### src/hdl/circular_message_log_store_macros.svh
// ----------------------------------------------------------------------------
// Assertion macros for the message log store
// Shared concurrent assertion forms, clocked on clk and disabled in reset.
// ----------------------------------------------------------------------------
`ifndef CIRCULAR_MESSAGE_LOG_STORE_MACROS_SVH
`define CIRCULAR_MESSAGE_LOG_STORE_MACROS_SVH

// Same-cycle implication.
`define CMLS_ASSERT_IMP(label, ante, cons, msg) \
    label: assert property (@(posedge clk) disable iff (!rst_n) (ante) |-> (cons)) \
        else $error(msg);

// Next-cycle implication.
`define CMLS_ASSERT_NEXT(label, ante, cons, msg) \
    label: assert property (@(posedge clk) disable iff (!rst_n) (ante) |=> (cons)) \
        else $error(msg);

`endif

### src/hdl/cmls_pkg.sv
// ----------------------------------------------------------------------------
// Message log store package
// Widths, codes, payload structs and controller/datapath interface types.
// ----------------------------------------------------------------------------
package cmls_pkg;

    localparam int CELL_W          = 10;
    localparam int CELL_COUNT      = 1 << CELL_W;
    localparam int BYTE_W          = 8;
    localparam int FUNC_W          = 3;
    localparam int STORE_DEPTH_DEF = 1024;

    // a begin scan gives up after this many steps
    localparam int SCAN_LIMIT = 1024;
    localparam int CNT_W      = $clog2(SCAN_LIMIT) + 1;

    localparam logic [BYTE_W-1:0] CHAR_NUL   = 8'h00;
    localparam logic [BYTE_W-1:0] CHAR_SPACE = 8'h20;

    localparam logic [CELL_W-1:0] RING_FIRST_RST = 10'd2;
    localparam logic [CELL_W-1:0] RING_LAST_RST  = 10'd1023;
    localparam logic [CELL_W-1:0] WCUR_RST       = 10'd2;
    localparam logic [CELL_W-1:0] MARK_RST       = 10'd1023;

    // configuration register indexes
    localparam int CFG_IDX_W = 1;
    localparam logic [CFG_IDX_W-1:0] REG_RING_FIRST = 1'd0;
    localparam logic [CFG_IDX_W-1:0] REG_RING_LAST  = 1'd1;

    // function codes
    localparam logic [FUNC_W-1:0] FUNC_CLEAR  = 3'd0;
    localparam logic [FUNC_W-1:0] FUNC_APPEND = 3'd1;
    localparam logic [FUNC_W-1:0] FUNC_BACK   = 3'd2;
    localparam logic [FUNC_W-1:0] FUNC_FWD    = 3'd3;
    localparam logic [FUNC_W-1:0] FUNC_FETCH  = 3'd4;

    typedef struct packed {
        logic [FUNC_W-1:0] func;
        logic [BYTE_W-1:0] data_byte;
        logic [CELL_W-1:0] start_cell;
    } item_t;

    typedef struct packed {
        logic              status;
        logic [BYTE_W-1:0] read_byte;
        logic              last;
        logic [CELL_W-1:0] write_pos;
        logic [CELL_W-1:0] fwd_mark;
        logic [CELL_W-1:0] back_mark;
    } result_t;

    // controller commands to the datapath
    typedef enum logic [3:0] {
        CMD_NONE,
        CMD_ACCEPT,
        CMD_INIT_WR,
        CMD_CLR_FIRST,
        CMD_CLR_STEP,
        CMD_CLR_DONE,
        CMD_APPEND,
        CMD_BEGIN,
        CMD_SCAN_INIT,
        CMD_SCAN_STEP,
        CMD_SCAN2_START,
        CMD_BACK_OK,
        CMD_FWD_OK,
        CMD_FAIL,
        CMD_FETCH,
        CMD_NOP_DONE
    } cmd_op_t;

    // datapath status to the controller
    typedef struct packed {
        logic init_end;
        logic clr_end;
        logic rdata_zero;
        logic start_bad;
        logic scan_end;
        logic slot_free;
    } sts_t;

endpackage

### src/hdl/cmls_ctrl.sv
// ----------------------------------------------------------------------------
// Message log store controller
// Sequences reset clearing, operations and begin scans; issues datapath commands.
// ----------------------------------------------------------------------------
`include "circular_message_log_store_macros.svh"

module cmls_ctrl (
    input  logic                           clk,
    input  logic                           rst_n,
    input  logic                           item_valid,
    input  logic [cmls_pkg::FUNC_W-1:0]    item_func,
    input  cmls_pkg::sts_t                 sts,
    output cmls_pkg::cmd_op_t              cmd,
    output logic                           item_stall
);
    import cmls_pkg::*;

    localparam logic [3:0] S_INIT    = 4'd0;
    localparam logic [3:0] S_IDLE    = 4'd1;
    localparam logic [3:0] S_CLR0    = 4'd2;
    localparam logic [3:0] S_CLR     = 4'd3;
    localparam logic [3:0] S_APP     = 4'd4;
    localparam logic [3:0] S_FETCH   = 4'd5;
    localparam logic [3:0] S_NOP     = 4'd6;
    localparam logic [3:0] S_B_BEGIN = 4'd7;
    localparam logic [3:0] S_B_CHECK = 4'd8;
    localparam logic [3:0] S_B_SCAN1 = 4'd9;
    localparam logic [3:0] S_B_SCAN2 = 4'd10;
    localparam logic [3:0] S_F_BEGIN = 4'd11;
    localparam logic [3:0] S_F_CHECK = 4'd12;
    localparam logic [3:0] S_F_SCAN  = 4'd13;

    logic [3:0] state_reg;
    logic [3:0] state_next;
    logic       accept;

    assign item_stall = !((state_reg == S_IDLE) && sts.slot_free);
    assign accept     = item_valid && !item_stall;

    always_comb
    begin
        state_next = state_reg;
        cmd        = CMD_NONE;
        case (state_reg)
            S_INIT:
            begin
                cmd = CMD_INIT_WR;
                if (sts.init_end)
                begin
                    state_next = S_IDLE;
                end
            end
            S_IDLE:
            begin
                if (accept)
                begin
                    cmd = CMD_ACCEPT;
                    case (item_func)
                        FUNC_CLEAR:  state_next = S_CLR0;
                        FUNC_APPEND: state_next = S_APP;
                        FUNC_BACK:   state_next = S_B_BEGIN;
                        FUNC_FWD:    state_next = S_F_BEGIN;
                        FUNC_FETCH:  state_next = S_FETCH;
                        default:     state_next = S_NOP;
                    endcase
                end
            end
            S_CLR0:
            begin
                cmd        = CMD_CLR_FIRST;
                state_next = S_CLR;
            end
            S_CLR:
            begin
                if (sts.clr_end)
                begin
                    cmd        = CMD_CLR_DONE;
                    state_next = S_IDLE;
                end
                else
                begin
                    cmd = CMD_CLR_STEP;
                end
            end
            S_APP:
            begin
                cmd        = CMD_APPEND;
                state_next = S_IDLE;
            end
            S_FETCH:
            begin
                cmd        = CMD_FETCH;
                state_next = S_IDLE;
            end
            S_NOP:
            begin
                cmd        = CMD_NOP_DONE;
                state_next = S_IDLE;
            end
            S_B_BEGIN:
            begin
                cmd        = CMD_BEGIN;
                state_next = S_B_CHECK;
            end
            S_F_BEGIN:
            begin
                cmd        = CMD_BEGIN;
                state_next = S_F_CHECK;
            end
            S_B_CHECK, S_F_CHECK:
            begin
                if (sts.start_bad)
                begin
                    cmd        = CMD_FAIL;
                    state_next = S_IDLE;
                end
                else
                begin
                    cmd        = CMD_SCAN_INIT;
                    state_next = (state_reg == S_B_CHECK) ? S_B_SCAN1 : S_F_SCAN;
                end
            end
            S_B_SCAN1:
            begin
                // looking for the last byte of the previous message
                if (!sts.rdata_zero)
                begin
                    cmd        = CMD_SCAN2_START;
                    state_next = S_B_SCAN2;
                end
                else if (sts.scan_end)
                begin
                    cmd        = CMD_FAIL;
                    state_next = S_IDLE;
                end
                else
                begin
                    cmd = CMD_SCAN_STEP;
                end
            end
            S_B_SCAN2:
            begin
                // looking for the terminator before that message
                if (sts.rdata_zero)
                begin
                    cmd        = CMD_BACK_OK;
                    state_next = S_IDLE;
                end
                else if (sts.scan_end)
                begin
                    cmd        = CMD_FAIL;
                    state_next = S_IDLE;
                end
                else
                begin
                    cmd = CMD_SCAN_STEP;
                end
            end
            S_F_SCAN:
            begin
                if (!sts.rdata_zero)
                begin
                    cmd        = CMD_FWD_OK;
                    state_next = S_IDLE;
                end
                else if (sts.scan_end)
                begin
                    cmd        = CMD_FAIL;
                    state_next = S_IDLE;
                end
                else
                begin
                    cmd = CMD_SCAN_STEP;
                end
            end
            default:
            begin
                state_next = S_IDLE;
            end
        endcase
    end

    always_ff @(posedge clk or negedge rst_n)
    begin
        if (!rst_n)
        begin
            state_reg <= S_INIT;
        end
        else
        begin
            state_reg <= state_next;
        end
    end

    `CMLS_ASSERT_NEXT(a_accept_leaves_idle, accept, state_reg != S_IDLE,
        "accepted transfer did not start work")
    `CMLS_ASSERT_NEXT(a_init_holds, (state_reg == S_INIT) && !sts.init_end,
        state_reg == S_INIT, "reset clearing left early")
    `CMLS_ASSERT_IMP(a_scan_limit_stops,
        (state_reg == S_B_SCAN1 || state_reg == S_B_SCAN2 || state_reg == S_F_SCAN)
        && sts.scan_end,
        cmd == CMD_FAIL || cmd == CMD_FWD_OK || cmd == CMD_BACK_OK || cmd == CMD_SCAN2_START,
        "scan stepped past its limit")

endmodule

### config.mk
export PLATFORM = sky130hd
export DESIGN_NAME = cmls_ctrl
export DESIGN_NICKNAME = d
export VERILOG_FILES = /design/src/hdl/cmls_pkg.sv /design/src/hdl/cmls_ctrl.sv
export VERILOG_INCLUDE_DIRS = /design/src /design/src/hdl
export SDC_FILE = /design/constraint.sdc
export NUM_CORES = 1
export LEC_CHECK = 0
export BUFFER_PORTS_ARGS = -buffer_cell sky130_fd_sc_hd__buf_2
export CORE_AREA = 2 2 39 41
export CTS_CLUSTER_DIAMETER = 40
export CTS_CLUSTER_SIZE = 30
export DETAILED_ROUTE_END_ITERATION = 6
export DIE_AREA = 0 0 41 43
export PLACE_DENSITY = 0.7
export SYNTH_ARGS = -nofsm -noshare
export SYNTH_HDL_FRONTEND = slang
export SYNTH_SLANG_ARGS = --single-unit
export TNS_END_PERCENT = 50
### constraint.sdc
create_clock -name clk -period 3.45 [get_ports clk]
set_input_delay 0.69 -clock clk [delete_from_list [all_inputs] [get_ports clk]]
set_output_delay 0.69 -clock clk [all_outputs]
set_load 0.05 [all_outputs]
==> flow_metrics.tcl, run 1 <==
set metrics [dict create \
    cts_buffers 3 \
    ys_ff_latch 4 \
    worst_pin_slew_ns 0.655 \
    tns_ns 0 \
    setup_viol 0 \
    crit_type "flip-flop to output port" \
    end_kind "output port" \
    fp.dieH_um 43 \
    pwr-share-comb_pct 63.8 \
    relSlewSlack_pct 56.3 \
    grt-ovfl-total 0 \
    synth-simple-area-share_pct 32.1 \
    worstPathRequired_ns 2.76 \
    multi_input_area_sq_um 440 \
    cts_tree "done" \
    routedWlPerCell_um 12.2 \
    synth-xor-area-share_pct 1.47 \
    coreArea_sq_mm 0.00138 \
    hold_viol 0 \
    cp.arrival_ns 1.94 \
    clk_pin_slew_ns 0.04 \
    top_usage_layer "met1" \
    synth-compound-area-share_pct 35.2 \
    synth_edf_count 0 \
    start_util_pct 43.1 \
    syn_area_per_cell_sq_um 7.28 \
    num_vias 625 \
    irDropWorstVdd_mv 0.297 \
    period_share_pct 76.2 \
    rows 14 \
    drt-vias-per-instance 5.79 \
    htreeDepth 1 \
    cts.sinks 4 \
    gp_congestion 0.732 \
    pwr-share-seq_pct 25.8 \
    r2r_setup_slack_ns 1.79 \
    cts_buffer_depth 2 \
    p_sw_share_pct 58.5 \
    clk_latency_ns 0.23 \
    synth_top_family_by_area "compound AO/OA/AOI/OAI gates" \
    synthAdderAreaFrac_pct 0 \
    wirelength_mm 1.31 \
    yosysWarnings 0 \
    start_kind "flip-flop" \
    powerDensity_mw_per_mm2 820 \
    clock.fmax_ghz 0.380 \
    final_core_util_pct 48.2 \
    ant_nets 0 \
    timing.max_cap.violations 0 \
    r2r-start "state_reg[1]" \
    nets 106 \
    clock_skew_ns 0.00229 \
    diodes 0 \
    syn_inst 82 \
    p_int_mw 0.227 \
    p_sw_mw 0.320 \
    gr-usage-met3_pct 3.14 \
    post_cts_buffers 0 \
    synthMuxAreaShare_pct 5.03 \
    firstDrtPassIters 4 \
    cts_resized 0 \
    syn_area_sq_um 597 \
    holdBufCountCts 0 \
    drive_above_1_share_pct 22.8 \
    synth-async-reset-ratio_pct 100 \
    cp-endpoint "cmd[2]" \
    drcViolationCount 0 \
    grtUsageMet2_pct 23.8 \
    status "finished clean" \
    ff2ff_path_depth 4 \
    critPathMaxFanout 19 \
    min_period_ns 2.63 \
    dp_hpwl_um 926 \
    cts_root_buffer "clkbuf_4" \
    area_growth_pct 11.7 \
    die-area_sq_mm 0.00176 \
    grt_pass1_vias 538 \
    grt_max_degree 23 \
    reg2reg_to "state_reg[2]" \
    rsz0062_at_grt "no" \
    antenna_found_initial 0 \
    synth_nets 94 \
    synth_ff_type "dfrtp_1" \
    synth.distinct_cells 39 \
    min-delay-path-class "input port to asynchronous set/reset pin" \
    fill_cells 150 \
    register_area_sq_um 100 \
    ios 17 \
    finalMaxSlewViolations 0 \
    met1_usage_pct 26.9 \
    drt_iter0_drc 13 \
    grt_pass1_wl_mm 2.16 \
    portBuffers 16 \
    ys_seq_area_share_pct 16.8 \
    largest_register_ffs 4 \
    crit_start "state_reg[0]" \
    p_leak_nw 0.297 \
    grt_use_total_pct 16.9 \
    clock_power_share_pct 10.4 \
    die_x_um 41 \
]
synth_stat cells (2+ instances only):
master / count / share of area, %
nor2_1: 3 / 1.9
a21oi_1: 9 / 7.5
or2_1: 2 / 2.1
buf_2: 6 / 5.0
nor2b_1: 3 / 3.1
nand3b_1: 2 / 2.5
a31oi_1: 3 / 3.1
nand2_1: 5 / 3.1
nand3_1: 2 / 1.7
o21ai_0: 7 / 5.9
nand2b_1: 5 / 5.2
dfrtp_1: 4 / 17
a21o_1: 3 / 3.8
mux2i_1: 3 / 5.0
power by group through the flow:
stage               Sequential (mW)  Clock (mW)  Combinational [mW]
floorplan                    0.0694           0               0.370
global placement              0.139           0               0.347
detailed placement            0.141           0               0.350
CTS                           0.140      0.0577               0.351
global route                  0.150      0.0621               0.375
finish                        0.141      0.0567               0.349
through the flow:
| step | cell area, sq um | power, mW | setup slack [ns] | hold WS, ns | cells |
|---|---|---|---|---|---|
| finish | 667 | 0.547 | 0.820 | 0.252 | 108 |
| global route | 667 | 0.587 | 0.666 | 0.254 | 108 |
| CTS | 667 | 0.549 | 0.832 | 0.251 | 108 |
| detailed placement | 644 | 0.491 | 1.04 | 0.495 | 105 |
| global placement | 644 | 0.486 | 1.09 | 0.493 | 105 |
| floorplan | 597 | 0.439 | 1.08 | 0.394 | 82 |
critical path, cell delays in order, from the launching register on:
cell and delay [ns]:
dfrtp_1 0.69, nor2b_2 0.35, a21oi_1 0.10, o22ai_1 0.18
a21o_1 0.14, buf_2 0.25
layout make-up:
| type | instances | share of cell area, % |
|---|---|---|
| inverters | 1 | 0.563 |
| clock buffers | 3 | 3.38 |
| repair buffers | 16 | 12.0 |
| well taps | 16 | 3.00 |
| multi-input cells | 68 | 66.0 |
| flip-flops and latches | 4 | 15.0 |
cell families (layout without fill, tap and decap cells):
| family | Yosys count | count (layout) |
|---|---|---|
| xor+xnor | 1 | 1 |
| mux | 3 | 3 |
| flops | 4 | 4 |
| compound gates | 33 | 33 |
| simple gates | 31 | 31 |
| buf+inv | 10 | 20 |
worst min path at each step:
stage          startpoint      endpoint  slack [ns]  depth (start not counted)
2_1_floorplan       rst_n  state_reg[0]        0.39                          0
3_5_place_dp        rst_n  state_reg[3]        0.50                          1
5_1_grt             rst_n  state_reg[3]        0.25                          1
6_report            rst_n  state_reg[3]        0.25                          1
3_3_place_gp        rst_n  state_reg[1]        0.49                          1
4_1_cts             rst_n  state_reg[3]        0.25                          1
metal layers:
metal / routed length, um / vias up / part of all wire [%]
met1: 671 / 288 / 51
met2: 606 / 12 / 46
met4: 0 / 0 / 0
met5: 0 / - / 0
li1: - / 325 / -
met3: 35 / 0 / 2.7
cells in the final DEF, fill, tap and decap left out, types with 3 or more instances in the layout:
cell      synthesis  routed
nand2_1           5       5
mux2i_1           3       3
a31oi_1           3       3
buf_2             6      16
a21oi_1           9       9
dfrtp_1           4       4
nand2b_1          5       5
clkbuf_4          0       3
o21ai_0           7       7
nor2b_1           3       3
a21o_1            3       3
nor2_1            3       3
Power figures use the tool's default switching activity.
==> run 2, diff against run 1 <==
--- a/config.mk
+++ b/config.mk
@@ -7,12 +7,12 @@
 export NUM_CORES = 1
 export LEC_CHECK = 0
 export BUFFER_PORTS_ARGS = -buffer_cell sky130_fd_sc_hd__buf_2
-export CORE_AREA = 2 2 39 41
+export CORE_MARGIN = 1.5
+export CORE_UTILIZATION = 45
 export CTS_CLUSTER_DIAMETER = 40
 export CTS_CLUSTER_SIZE = 30
 export DETAILED_ROUTE_END_ITERATION = 6
-export DIE_AREA = 0 0 41 43
-export PLACE_DENSITY = 0.7
+export PLACE_DENSITY = 0.73
 export SYNTH_ARGS = -nofsm -noshare
 export SYNTH_HDL_FRONTEND = slang
 export SYNTH_SLANG_ARGS = --single-unit
==> constraint.sdc (replaced) <==
create_clock -name clk -period 2.23 [get_ports clk]
set_input_delay 0.446 -clock clk [delete_from_list [all_inputs] [get_ports clk]]
set_output_delay 0.446 -clock clk [all_outputs]
set_load 0.05 [all_outputs]
==> flow_metrics.tcl, run 2 (same netlist as run 1, synthesis figures left out) <==
set metrics [dict create \
    status "finished clean" \
    cts_buffers 3 \
    start_util_pct 51.0 \
    ff2ff_path_depth 4 \
    clock_skew_ns 0.00458 \
    min_period_ns 2.09 \
    nets 111 \
    worstPathRequired_ns 1.78 \
    die-area_sq_mm 0.00155 \
    timing.max_cap.violations 0 \
    wirelength_mm 1.46 \
    cts_tree "done" \
    grt_max_degree 15 \
    irDropWorstVdd_mv 0.648 \
    rows 12 \
    cp.arrival_ns 1.64 \
    dp_hpwl_mm 1.08 \
    area_growth_pct 18.4 \
    setup_viol 0 \
    rsz0062_at_grt "no" \
    fill_cells 124 \
    powerDensity_mw_per_mm2 1260 \
    drive_above_1_share_pct 27.8 \
    min-delay-path-class "input port to flip-flop" \
    power.total_mw 0.894 \
    die_x_um 39.4 \
    fp.dieH_um 39.4 \
    routedWlPerCell_um 13.2 \
    dpl_worst_slack_ns 0.280 \
    register_area_sq_um 103 \
    cp-endpoint "cmd[2]" \
    critPathMaxFanout 12 \
    hold_viol 0 \
    reg2reg_to "state_reg[2]" \
    r2r_setup_slack_ns 0.73 \
    firstDrtPassIters 4 \
    ios 17 \
    gp_congestion 0.853 \
    mostFrequentLayoutCell "buf_2" \
    worst_pin_slew_ns 0.433 \
    grt_use_total_pct 21.7 \
    postPlaceCellArea_sq_um 672 \
    holdPathStages 4 \
    largest_register_ffs 4 \
    ant_nets 0 \
    portBuffers 16 \
    grt_pass1_wl_mm 2.28 \
    drt-vias-per-instance 5.76 \
    p_leak_nw 0.319 \
    period_share_pct 93.5 \
    grt_pass1_vias 539 \
    drt_iter0_drc 9 \
    fin_area_sq_um 707 \
    finalMaxSlewViolations 0 \
    num_vias 639 \
    cts.sinks 4 \
    fin_ws_ns 0.145 \
    crit_type "flip-flop to output port" \
    end_kind "output port" \
    cts_root_buffer "clkbuf_4" \
    multi_input_area_sq_um 440 \
    clock.fmax_ghz 0.480 \
    tns_ns 0 \
    grt-ovfl-total 0 \
    r2r-start "state_reg[3]" \
    coreArea_sq_mm 0.00117 \
    htreeDepth 1 \
    final_cell_mix "buf_2 (16), a21oi_1 (9), o21ai_0 (7)" \
    cts_buffer_depth 2 \
    antenna_found_initial 0 \
    clk_pin_slew_ns 0.04 \
    relSlewSlack_pct 71.1 \
    crit_start "state_reg[0]" \
    start_kind "flip-flop" \
    drcViolationCount 0 \
    diodes 0 \
    clk_latency_ns 0.24 \
]
## run 2: what timing repair did
| action | in CTS | in global routing |
|---|---|---|
| setup buffers | 0 | 0 |
| setup endpoints to repair | 0 | 2 |
| hold buffers | 0 | 1 |
| resized for setup | 0 | 2 |
| endpoints found under the hold margin | 0 | 2 |
## run 2: power by group
| group | internal [mW] | total, mW | switching [mW] |
|---|---|---|---|
| Sequential | 0.0988 | 0.165 | 0.0664 |
| Combinational | 0.225 | 0.639 | 0.414 |
| Clock | 0.0602 | 0.0896 | 0.0295 |
## run 2: final cells by class
type	instances	share of cell area [%]
Sequential cell	4	14.5
Inverter	1	0.531
Multi-Input combinational cell	68	62.3
Tap cell	14	2.48
Timing Repair Buffer	21	17.0
Clock buffer	3	3.19
## run 2: worst min path at each step
stage	startpoint	slack, ns	end
floorplan	rst_n	0.15	state_reg[0]
global placement	rst_n	0.25	state_reg[0]
detailed placement	rst_n	0.25	state_reg[0]
CTS	rst_n	0.0007	state_reg[0]
global route	sts[4]	0.55	state_reg[1]
finish	sts[4]	0.53	state_reg[1]
## run 2: metrics by stage
step | instances | utilization [%] | hold slack, ns
2_1_floorplan | 82 | - | 0.150
3_3_place_gp | 107 | 57.4 | 0.249
3_5_place_dp | 107 | 57.4 | 0.253
4_1_cts | 110 | 59.3 | 0.000721
5_1_grt | 111 | 60.4 | 0.554
6_report | 111 | 60.4 | 0.534
## run 2: routing by layer
layer  track usage [%]  vias up  part of all wire (%)
met4              2.59        0                     0
li1                  -      331                     -
met2              35.7       20                    47
met5                 0        -                     0
met3              6.82        0                   4.6
met1              28.0      288                    48
## run 2: worst max-delay path: stages, from the launching register on
cell      delay, ns
dfrtp_2        0.47
nor4bb_1       0.32
a21oi_1        0.07
o22ai_1        0.16
a21o_1         0.13
buf_2          0.25
==> run 3, diff against run 2 <==
--- a/config.mk
+++ b/config.mk
@@ -13,6 +13,7 @@
 export CTS_CLUSTER_SIZE = 30
 export DETAILED_ROUTE_END_ITERATION = 6
 export PLACE_DENSITY = 0.73
+export REMOVE_ABC_BUFFERS = 1
 export SYNTH_ARGS = -nofsm -noshare
 export SYNTH_HDL_FRONTEND = slang
 export SYNTH_SLANG_ARGS = --single-unit
==> flow_metrics.tcl, run 3 (same netlist as run 1, synthesis figures left out) <==
set metrics [dict create \
    routedWlPerCell_um 13.1 \
    critPathMaxFanout 19 \
    mostFrequentLayoutCell "buf_2" \
    power.total_mw 0.881 \
    timing.max_cap.violations 0 \
    reg2reg_to "state_reg[2]" \
    min-delay-path-class "input port to asynchronous set/reset pin" \
    p_leak_nw 0.311 \
    holdBufCountCts 0 \
    die_x_um 39.4 \
    rsz0062_at_grt "no" \
    p_sw_mw 0.507 \
    crit_type "flip-flop to output port" \
    drive_above_1_share_pct 27.4 \
    status "finished clean" \
    hold_viol 0 \
    worst_pin_slew_ns 0.351 \
    cts_tree "done" \
    htreeDepth 1 \
    finalMaxSlewViolations 0 \
    grt_use_total_pct 20.9 \
    pwr-share-seq_pct 20.5 \
    drcViolationCount 0 \
    wirelength_mm 1.43 \
    grt-ovfl-total 0 \
    min_period_ns 2.10 \
    end_kind "output port" \
    grt_pass1_wl_mm 2.27 \
    coreArea_sq_mm 0.00117 \
    p_int_mw 0.375 \
    ant_nets 0 \
    cts.sinks 4 \
    firstDrtPassIters 4 \
    cts_buffers 3 \
    largest_register_ffs 4 \
    num_vias 654 \
    crit_start "state_reg[0]" \
    clk_pin_slew_ns 0.04 \
    post_cts_buffers 0 \
    rows 12 \
    nets 109 \
    dpl_worst_slack_ns 0.199 \
    area_growth_pct 15.5 \
    setup_viol 0 \
    ff2ff_path_depth 5 \
    portBuffers 16 \
    grt_pass1_vias 574 \
    diodes 0 \
    pwr-share-comb_pct 69.1 \
    start_util_pct 51.0 \
    dpl.cell_count 106 \
    relSlewSlack_pct 76.6 \
    worstPathRequired_ns 1.78 \
    ios 17 \
    drt_iter0_drc 15 \
    antenna_found_initial 0 \
    powerDensity_mw_per_mm2 1280 \
    cts_buffer_depth 2 \
    gp_congestion 0.831 \
    clock_skew_ns 0.00268 \
    dp_hpwl_mm 1.06 \
    clock.fmax_ghz 0.476 \
    grt_max_degree 20 \
    drt-vias-per-instance 6.00 \
    tns_ns 0 \
    period_share_pct 94.2 \
    instances_no_fill 109 \
    fp.dieH_um 39.4 \
    die-area_sq_mm 0.00155 \
    cts_root_buffer "clkbuf_4" \
    r2r-start "state_reg[1]" \
    cp.arrival_ns 1.66 \
    final_cell_mix "buf_2 (16), a21oi_1 (9), o21ai_0 (7)" \
    start_kind "flip-flop" \
    clk_latency_ns 0.24 \
    r2r_setup_slack_ns 0.70 \
    clock_power_share_pct 10.4 \
    p_sw_share_pct 57.5 \
    cp-endpoint "cmd[2]" \
    irDropWorstVdd_mv 0.835 \
    fin_ws_ns 0.129 \
]
run 3: repair_timing:
item | 4_1_cts | 5_1_grt
endpoints found under the setup margin | 1 | 3
gates cloned | 0 | 0
pin swaps | 0 | 0
gates resized for setup | 1 | 1
run 3: worst min-delay path by stage:
stage	end	depth (start not counted)
floorplan	state_reg[0]	0
global placement	state_reg[1]	1
detailed placement	state_reg[0]	1
CTS	state_reg[1]	1
global route	state_reg[1]	1
finish	state_reg[3]	1
run 3: layout make-up:
class / count / area, sq um
Tap cell: 14 / 17.5
Clock buffer: 3 / 22.5
Timing Repair Buffer: 19 / 103
Multi-Input combinational cell: 68 / 440
Fill cell: 120 / 482
Sequential cell: 4 / 103
Inverter: 1 / 3.75
run 3: metal layers:
| layer | global-route usage, % | vias up | wire, um |
|---|---|---|---|
| met5 | 0 | - | 0 |
| met2 | 36.5 | 24 | 706 |
| met4 | 4.31 | 0 | 17 |
| li1 | - | 331 | - |
| met3 | 5.68 | 2 | 66 |
| met1 | 25.1 | 297 | 638 |
run 3: power groups by stage:
stage	Sequential [mW]	Clock, mW	Combinational, mW
2_1_floorplan	0.185	0	0.440
3_3_place_gp	0.175	0	0.596
3_5_place_dp	0.177	0	0.607
4_1_cts	0.177	0.0935	0.613
5_1_grt	0.191	0.0986	0.648
6_report	0.180	0.0916	0.609
run 3: through the flow:
| stage | instance area, sq um | hold WS [ns] | util (%) |
|---|---|---|---|
| 6_report | 689 | 0.00189 | 58.9 |
| 5_1_grt | 689 | 0.00424 | 58.9 |
| 4_1_cts | 688 | 0.00139 | 58.8 |
| 3_5_place_dp | 664 | 0.254 | 56.7 |
| 3_3_place_gp | 664 | 0.252 | 56.7 |
| 2_1_floorplan | 544 | 0.150 | - |
run 3: worst max-delay path, stage by stage, from the launching register on:
cell and delay (ns):
dfrtp_2 0.53, nor2b_2 0.27, a21oi_1 0.09, o22ai_1 0.15
a21o_1 0.12, buf_2 0.25
